$ cat src/sv/crc32f_pkg.sv
package crc32f_pkg;

  localparam logic [31:0] CRC_ONES  = 32'hFFFF_FFFF;
  localparam logic [31:0] CRC_POLY  = 32'hEDB8_8320;
  localparam logic [31:0] CRC_RPOLY = 32'hDB71_0641;

  localparam logic [1:0] REQ_FWD    = 2'd0;
  localparam logic [1:0] REQ_REV    = 2'd1;
  localparam logic [1:0] REQ_FINISH = 2'd2;

  localparam logic RESULT_CRC   = 1'b0;
  localparam logic RESULT_PATCH = 1'b1;

  localparam int unsigned APB_AW = 3;
  localparam logic REG_TARGET = 1'b0;

  typedef struct packed {
    logic [1:0] req_type;
    logic [7:0] data_byte;
    logic       first;
    logic       last;
  } in_word_t;

  typedef struct packed {
    logic [31:0] result_value;
    logic        result_kind;
  } out_word_t;

  typedef struct packed {
    logic      valid;
    out_word_t word;
  } res_t;

  typedef logic [7:0][31:0]  col8_t;
  typedef logic [31:0][31:0] col32_t;

  function automatic col8_t fwd_cols_f();
    col8_t       c;
    logic [31:0] v;
    for (int k = 0; k < 8; k++) begin
      v = 32'(1) << k;
      for (int s = 0; s < 8; s++) begin
        v = (v >> 1) ^ (v[0] ? CRC_POLY : 32'h0);
      end
      c[k] = v;
    end
    return c;
  endfunction

  function automatic col8_t rev_cols_f();
    col8_t       c;
    logic [31:0] v;
    for (int k = 0; k < 8; k++) begin
      v = 32'(1) << (24 + k);
      for (int s = 0; s < 8; s++) begin
        v = (v << 1) ^ (v[31] ? CRC_RPOLY : 32'h0);
      end
      c[k] = v;
    end
    return c;
  endfunction

  function automatic col32_t rev32_cols_f();
    col32_t      c;
    logic [31:0] v;
    for (int k = 0; k < 32; k++) begin
      v = 32'(1) << k;
      for (int s = 0; s < 32; s++) begin
        v = (v << 1) ^ (v[31] ? CRC_RPOLY : 32'h0);
      end
      c[k] = v;
    end
    return c;
  endfunction

  localparam col8_t  FWD_COLS   = fwd_cols_f();
  localparam col8_t  REV_COLS   = rev_cols_f();
  localparam col32_t REV32_COLS = rev32_cols_f();

  // One forward byte step of the reflected CRC as a shift plus an XOR of columns.
  function automatic logic [31:0] fwd_step(logic [31:0] v, logic [7:0] b);
    logic [31:0] x;
    logic [31:0] r;
    x = v ^ {24'h0, b};
    r = x >> 8;
    for (int k = 0; k < 8; k++) begin
      if (x[k]) begin
        r = r ^ FWD_COLS[k];
      end
    end
    return r;
  endfunction

  function automatic logic [31:0] rev_step(logic [31:0] v, logic [7:0] b);
    logic [31:0] r;
    r = {v[23:0], 8'h00};
    for (int k = 0; k < 8; k++) begin
      if (v[24 + k]) begin
        r = r ^ REV_COLS[k];
      end
    end
    r[7:0] = r[7:0] ^ b;
    return r;
  endfunction

  // Four inverse byte steps fed with a word's bytes, highest first, reduce to
  // the inverse 32-bit shift of the state XORed with that word.
  function automatic logic [31:0] rev_word(logic [31:0] v);
    logic [31:0] r;
    r = 32'h0;
    for (int k = 0; k < 32; k++) begin
      if (v[k]) begin
        r = r ^ REV32_COLS[k];
      end
    end
    return r;
  endfunction

endpackage

$ cat src/sv/crc32f_apb.sv
module crc32f_apb (
  input  logic                             clk_i,
  input  logic                             rst_ni,
  input  logic                             psel,
  input  logic                             penable,
  input  logic                             pwrite,
  input  logic [crc32f_pkg::APB_AW-1:0]    paddr,
  input  logic [31:0]                      pwdata,
  output logic [31:0]                      prdata,
  output logic                             pready,
  output logic                             cfg_we_o,
  output logic [31:0]                      cfg_wdata_o,
  output logic [31:0]                      target_o
);
  import crc32f_pkg::*;

  logic [31:0] target_q;
  logic        sel_target;

  assign sel_target  = (paddr[APB_AW-1] == REG_TARGET);
  assign cfg_we_o    = psel && penable && pwrite && sel_target;
  assign cfg_wdata_o = pwdata;
  assign pready      = 1'b1;
  assign prdata      = sel_target ? target_q : 32'h0;
  assign target_o    = target_q;

  always_ff @(posedge clk_i or negedge rst_ni) begin
    if (!rst_ni) begin
      target_q <= 32'h0;
    end else if (cfg_we_o) begin
      target_q <= pwdata;
    end
  end

endmodule

$ cat src/sv/crc32f_datapath.sv
module crc32f_datapath (
  input  logic                  clk_i,
  input  logic                  rst_ni,
  input  logic                  in_valid_i,
  output logic                  in_stall_o,
  input  crc32f_pkg::in_word_t  in_data_i,
  input  logic                  cfg_we_i,
  input  logic [31:0]           cfg_wdata_i,
  input  logic [31:0]           target_i,
  input  logic                  out_ready_i,
  output crc32f_pkg::res_t      res_o
);
  import crc32f_pkg::*;

  logic        in_valid_q;
  in_word_t    in_word_q;
  logic [31:0] fwd_q, fwd_d;
  logic [31:0] rev_q, rev_d;
  logic [31:0] fwd_next;
  logic        fire;
  logic        accept;

  assign fire       = in_valid_q && out_ready_i;
  assign in_stall_o = in_valid_q && !out_ready_i;
  assign accept     = in_valid_i && !in_stall_o;

  always_ff @(posedge clk_i or negedge rst_ni) begin
    if (!rst_ni) begin
      in_valid_q <= 1'b0;
    end else if (accept) begin
      in_valid_q <= 1'b1;
    end else if (fire) begin
      in_valid_q <= 1'b0;
    end
  end

  always_ff @(posedge clk_i) begin
    if (accept) begin
      in_word_q <= in_data_i;
    end
  end

  assign fwd_next = fwd_step(in_word_q.first ? CRC_ONES : fwd_q, in_word_q.data_byte);

  always_comb begin
    fwd_d                    = fwd_q;
    rev_d                    = rev_q;
    res_o.valid              = 1'b0;
    res_o.word.result_value  = ~fwd_next;
    res_o.word.result_kind   = RESULT_CRC;
    if (fire) begin
      unique case (in_word_q.req_type)
        REQ_FWD: begin
          fwd_d       = fwd_next;
          res_o.valid = in_word_q.last;
        end
        REQ_REV: begin
          rev_d = rev_step(rev_q, in_word_q.data_byte);
        end
        REQ_FINISH: begin
          res_o.valid             = 1'b1;
          res_o.word.result_value = rev_word(rev_q) ^ fwd_q;
          res_o.word.result_kind  = RESULT_PATCH;
          rev_d                   = ~target_i;
        end
        default: begin
        end
      endcase
    end
    if (cfg_we_i) begin
      rev_d = ~cfg_wdata_i;
    end
  end

  always_ff @(posedge clk_i or negedge rst_ni) begin
    if (!rst_ni) begin
      fwd_q <= CRC_ONES;
      rev_q <= CRC_ONES;
    end else begin
      fwd_q <= fwd_d;
      rev_q <= rev_d;
    end
  end

`ifndef ASSERT_OFF
  a_stall_needs_item: assert property (@(posedge clk_i) disable iff (!rst_ni)
    in_stall_o |-> in_valid_q)
    else $error("input stalled with no item held");

  a_cfg_reload: assert property (@(posedge clk_i) disable iff (!rst_ni)
    cfg_we_i |=> (rev_q == ~$past(cfg_wdata_i)))
    else $error("reverse state not reloaded by target write");

  a_finish_reload: assert property (@(posedge clk_i) disable iff (!rst_ni)
    (fire && (in_word_q.req_type == REQ_FINISH)) |=> (rev_q == ~target_i))
    else $error("reverse state not reloaded after finish");

  a_result_has_room: assert property (@(posedge clk_i) disable iff (!rst_ni)
    res_o.valid |-> out_ready_i)
    else $error("result produced while result register is blocked");
`endif

endmodule

$ cat src/sv/crc32f_out_reg.sv
module crc32f_out_reg (
  input  logic                  clk_i,
  input  logic                  rst_ni,
  input  crc32f_pkg::res_t      res_i,
  output logic                  out_ready_o,
  output logic                  out_valid_o,
  input  logic                  out_stall_i,
  output crc32f_pkg::out_word_t out_data_o
);
  import crc32f_pkg::*;

  logic      out_valid_q;
  out_word_t out_data_q;

  assign out_ready_o = !out_valid_q || !out_stall_i;
  assign out_valid_o = out_valid_q;
  assign out_data_o  = out_data_q;

  always_ff @(posedge clk_i or negedge rst_ni) begin
    if (!rst_ni) begin
      out_valid_q <= 1'b0;
    end else if (out_ready_o) begin
      out_valid_q <= res_i.valid;
    end
  end

  always_ff @(posedge clk_i) begin
    if (out_ready_o && res_i.valid) begin
      out_data_q <= res_i.word;
    end
  end

endmodule

$ cat src/sv/crc32_compute_and_forge_top.sv
// CRC-32 (reflected polynomial 0xEDB88320, all-ones init and final XOR) with
// CRC forcing. The input channel carries one word per request: forward prefix
// bytes, reverse tail bytes (last byte first), or a finish request. A forward
// byte marked last returns the finished CRC; a finish request returns the
// patch word which, stored low byte first in the four-byte slot, makes the
// buffer's CRC equal the target register (APB address 0).
// Each word is registered at the input and processed by XOR logic (a byte
// step, or a word step for a finish); a last forward byte or a finish puts
// its result in the result register. One word is accepted every cycle while
// the input is not stalled, a rate set by the combinational byte steps.
// When the receiver stalls, the result register holds its word; the input
// stalls only while a held word waits on a full, stalled result register.
// Reset sets the target to zero and both CRC states to all ones, and empties
// both registers. Writing the target also reloads the reverse state.
module crc32_compute_and_forge_top (
  input  logic                                clk_i,
  input  logic                                rst_ni,
  input  logic                                in_valid_i,
  output logic                                in_stall_o,
  input  crc32f_pkg::in_word_t                in_data_i,
  output logic                                out_valid_o,
  input  logic                                out_stall_i,
  output crc32f_pkg::out_word_t               out_data_o,
  input  logic                                psel,
  input  logic                                penable,
  input  logic                                pwrite,
  input  logic [crc32f_pkg::APB_AW-1:0]       paddr,
  input  logic [31:0]                         pwdata,
  output logic [31:0]                         prdata,
  output logic                                pready
);
  import crc32f_pkg::*;

  logic        cfg_we;
  logic [31:0] cfg_wdata;
  logic [31:0] target;
  logic        out_ready;
  res_t        res;

  crc32f_apb u_apb (
    .clk_i       (clk_i),
    .rst_ni      (rst_ni),
    .psel        (psel),
    .penable     (penable),
    .pwrite      (pwrite),
    .paddr       (paddr),
    .pwdata      (pwdata),
    .prdata      (prdata),
    .pready      (pready),
    .cfg_we_o    (cfg_we),
    .cfg_wdata_o (cfg_wdata),
    .target_o    (target)
  );

  crc32f_datapath u_datapath (
    .clk_i       (clk_i),
    .rst_ni      (rst_ni),
    .in_valid_i  (in_valid_i),
    .in_stall_o  (in_stall_o),
    .in_data_i   (in_data_i),
    .cfg_we_i    (cfg_we),
    .cfg_wdata_i (cfg_wdata),
    .target_i    (target),
    .out_ready_i (out_ready),
    .res_o       (res)
  );

  crc32f_out_reg u_out_reg (
    .clk_i       (clk_i),
    .rst_ni      (rst_ni),
    .res_i       (res),
    .out_ready_o (out_ready),
    .out_valid_o (out_valid_o),
    .out_stall_i (out_stall_i),
    .out_data_o  (out_data_o)
  );

endmodule

$ cat config.mk
export PLATFORM = sky130hd
export DESIGN_NAME = crc32_compute_and_forge_top
export DESIGN_NICKNAME = d
export VERILOG_FILES = /design/src/sv/crc32f_pkg.sv /design/src/sv/crc32f_apb.sv /design/src/sv/crc32f_datapath.sv /design/src/sv/crc32f_out_reg.sv /design/src/sv/crc32_compute_and_forge_top.sv
export SDC_FILE = /design/constraint.sdc
export NUM_CORES = 1
export LEC_CHECK = 0
export BUFFER_PORTS_ARGS = -buffer_cell sky130_fd_sc_hd__buf_2
export CORE_UTILIZATION = 60
export CTS_CLUSTER_SIZE = 24
export DETAILED_ROUTE_END_ITERATION = 10
export MAX_ROUTING_LAYER = met4
export PLACE_DENSITY = 0.81
export SETUP_SLACK_MARGIN = 0.02
export SKIP_CTS_REPAIR_TIMING = 1
export SYNTH_ARGS = -nofsm -noshare
export SYNTH_HDL_FRONTEND = slang
export SYNTH_SLANG_ARGS = --single-unit
$ cat constraint.sdc
create_clock -name clk_i -period 7.15 [get_ports clk_i]
set_input_delay 0.3575 -clock clk_i [delete_from_list [all_inputs] [get_ports clk_i]]
set_output_delay 0.3575 -clock clk_i [all_outputs]
set_load 0.02 [all_outputs]
==> summary by stage <==
Timing
Setup total negative slack on the finished layout was measured at 0 ps. The actual transition at the worst max-transition pin is between 1000 and 1500 ps. The final number of hold-violating endpoints was 0.

The count of pins over their slew limit was 0. Counting I/O delays and the setup requirement, the final critical path takes between 2000 and 3000 ps. Setup violations remaining at the end of the flow were counted as 0. The relative slew slack is about a fifth. The final hold slack is 96.8 ps.

Of the available clock period, the critical path in the final layout requires between 30% and 40%. On the final layout, the worst clock skew is roughly 12 ps. Setup repair after global routing left no endpoint under its margin. Based on the critical path, the design can be clocked at up to 371 MHz.

Critical path
The kind of start point of the critical path is a flip-flop. The largest delay contributor family on the critical path is XOR/XNOR gates. Together, buffers and inverters on the worst path number 0. Measured in cells, the most critical reg-to-reg path has a length of 5. The reg-to-reg endpoint is u_out_reg.out_data_o[32]. In this design, the critical path's most frequently occurring cell is sky130_fd_sc_hd__xnor3_1. The critical path class is reg -> reg.

The slowest stage of the critical path belongs to the cell sky130_fd_sc_hd__dfstp_2. For the worst setup path, the data arrival time is 2860 ps. The worst setup path is captured at a flip-flop. The biggest fanout along the worst timing path is 13.

The flop-to-flop setup slack is ~4500 ps. The source of the worst register-to-register timing path is u_datapath.rev_q[30]. The longest individual stage delay on the worst path is ~820 ps. Walking the worst path, the cells encountered are xor2_1 -> xnor3_1 -> xnor3_1 -> nor2_1 -> a21oi_1. The data required time at the worst endpoint is 7310 ps. The critical path depth in cells is 5.

Place
Buffers placed on the I/O ports in this run total 118. The sum of net half-perimeters after detailed placement is ~21000 um. The global placer's final weighted congestion is between 0.9 and 1. Once placement completed, the tool counted placed cells totaling 1296.

Clock network
The root buffer cell chosen for the clock tree is sky130_fd_sc_hd__clkbuf_16. The clock sink count is 143. TritonCTS built the clock tree. The clock network latency to the later pin of the worst-skew pair is about 430 ps. The clock buffer count from CTS is 17. After clock tree synthesis, the clock-pin slew on the worst setup and hold paths is approximately 70 ps.

The maximum level of the CTS H-tree is 4. The buffer depth of the longest clock path is 2.

Yosys
The number of synthesis warnings is 0. sky130_fd_sc_hd__xnor2_1 takes more of the synthesized area than any other cell. The synthesized netlist contains 51 unique library cells. Sorting the synthesized cells by area gives the leading types as sky130_fd_sc_hd__xnor2_1, sky130_fd_sc_hd__dfstp_2, sky130_fd_sc_hd__edfxtp_1, sky130_fd_sc_hd__xnor3_1, sky130_fd_sc_hd__dfrtp_1. Synthesis produced a netlist with a net count of 1081. A synthesized cell averages 10.8 um2.

Counting flops with an async set or reset pin after synthesis yields a share of between 60 and 70%. In this run, synthesis inferred 45 flip-flops with an integrated enable. After synthesis the netlist holds a flip-flop and latch count of 143. Summed over its instances, the top area cell type makes up 19.3% of the synthesized netlist area. The post-synthesis instance total is 1027. For this run, the leading register cell type out of synthesis is sky130_fd_sc_hd__dfstp_2. The cell area that synthesis handed to floorplanning was 11100 um2. The share of the Yosys chip area taken by registers is 35.1%.

GRT
The routing layer with the top usage in global route is met2. The met1 demand-to-capacity share in global routing is 43.0%. The total overflow left after global routing is 0. The via count of the first global-routing pass is approximately 7500. The global-route met3 utilization is under 10%. The overall fraction of global-route tracks in use is 33.5%. Entering global routing, the biggest net connects 69 pins. Global routing consumed, on the met2 layer, between 50% and 60% of the routing resources. The number of antenna violations at the first check in global routing is 0. The first global-routing pass estimated 44400 um of wire.

Floorplanning
The die covers 19000 um2. In this run the standard cell core region covers 18000 um2. The starting density of the core is between 60% and 70%. The floorplan has between 40 and 50 rows. The die extent in y is roughly 140 um. The x dimension of the die is 138 um. The number of placed I/O pins is around 120.

Min path
For hold timing, the worst endpoint is u_datapath.in_word_q[9]. The worst hold path begins at in_data_i[9]. Along the worst hold path, the cell count comes to 1.

In this run the worst hold path is classified as in -> reg.

Final layout
The number of cells in the finished layout apart from fillers is ~1300. The proportion of layout cells with a drive suffix above 1 is 24.5%. The filler cells instantiated in the layout total 1413. The number of nets in the layout is 1141.

The share of the core filled with cells in the final layout is between 60% and 70%. The layout overhead on the synthesized area is 9.69%. The number of antenna diodes in the final layout is 0.

Drt
The detailed-route vias per instance is 5.72. The total wire length after detailed routing is 29100 um. The number of remaining DRC errors is 0. Summing over every cut layer, the via total after detailed routing is roughly 7600.

After the first detailed-routing iteration, the DRC count stood at 551. The number of nets with antenna violations after routing is 0. For this run, the detailed router's first-pass iteration total came to 5.

Dividing the detail-routed wire length by the instance count gives between 20 and 25 um.

Run status
The run finished with clean final reports.

Job
The max-cap check violation count is 0.
-- layer usage --
layer  up-vias  part of all wire (%)
li1       3481                     -
met1      3699                    42
met2       353                    47
met3        75                   6.8
met4         0                   4.3
met5         -                     0
-- cell usage after synthesis (all sizes together) (24+ instances only) --
| library cell | number |
|---|---|
| a21oi | 27 |
| mux2 | 24 |
| clkbuf | 33 |
| o21ai | 42 |
| nor2b | 34 |
| nor2 | 56 |
| edfxtp | 45 |
| buf | 52 |
| xnor3 | 58 |
| xnor2 | 252 |
| nand2 | 130 |
| dfrtp | 34 |
| dfstp | 64 |
| xor2 | 79 |
-- state kept, by name (all words and copies together), names as in the netlist --
name	cells
u_datapath.rev_q	32
u_datapath.fwd_q	32
u_datapath.in_word_q	12
u_out_reg.out_data_o	33
u_datapath.in_valid_q	1
u_out_reg.out_valid_o	1
u_apb.target_o	32
-- cell families (layout without fill, tap and decap cells) --
group                     after synthesis  after routing  synth area share [%]
xor gates and xnor gates              395            395                  40.5
and+or+nand+nor                       232            232                  9.02
DFF                                   143            143                  35.1
AOI/OAI and AO/OA                     122            122                  6.67
buffers and inverters                  87            160                  4.15
muxes                                  47             47                  4.55
other                                   1              1                0.0339
-- final cells by class --
cell class	instances	area [um2]	share of cell area (%)
clock buffers	19	433	3.56
clock inverters	13	131	1.08
inverters	2	7.51	0.0618
multi-input cells	797	6750	55.6
flip-flops and latches	143	3880	32.0
well taps	229	287	2.36
repair buffers	126	656	5.40
-- per-stage QoR --
stage / cell area [um2] / setup slack [ps]
6_report: 12100 / 4450
2_1_floorplan: 11100 / 3640
4_1_cts: 12100 / 4470
3_5_place_dp: 11600 / 4510
3_3_place_gp: 11600 / 4550
5_1_grt: 12100 / 4390
-- layout by cell type (no fill, tap or decap), drive strengths merged, types with 2 or more instances in the layout --
master    netlist  final
xnor2         252    252
nand2         130    130
buf            52    125
xor2           79     79
dfstp          64     64
xnor3          58     58
nor2           56     56
edfxtp         45     45
o21ai          42     42
dfrtp          34     34
nor2b          34     34
a21oi          27     27
mux2           24     24
mux2i          23     23
clkbuf         33     19
o22ai          13     13
a21boi         11     11
o211ai         10     10
inv             2      7
a211oi          6      6
xor3            6      6
o21a            5      5
clkinvlp        0      4
nand2b          3      3
a211o           3      3
clkinv          0      3
nor3            3      3
nand3           2      2
-- worst max path at each step --
stage	start	end	slack (ps)
after CTS	u_datapath.rev_q[30]	u_out_reg.out_data_o[32]	4470
after detailed placement	u_datapath.rev_q[30]	u_out_reg.out_data_o[32]	4510
after global placement	u_datapath.rev_q[26]	u_out_reg.out_data_o[31]	4550
final	u_datapath.rev_q[30]	u_out_reg.out_data_o[32]	4450
after floorplan	u_out_reg.out_valid_o	u_out_reg.out_data_o[0]	3640
after global routing	u_datapath.rev_q[30]	u_out_reg.out_data_o[32]	4390
Power is not shown: default switching activity piles up to over one toggle a cycle in this logic, so the estimate is an artifact.
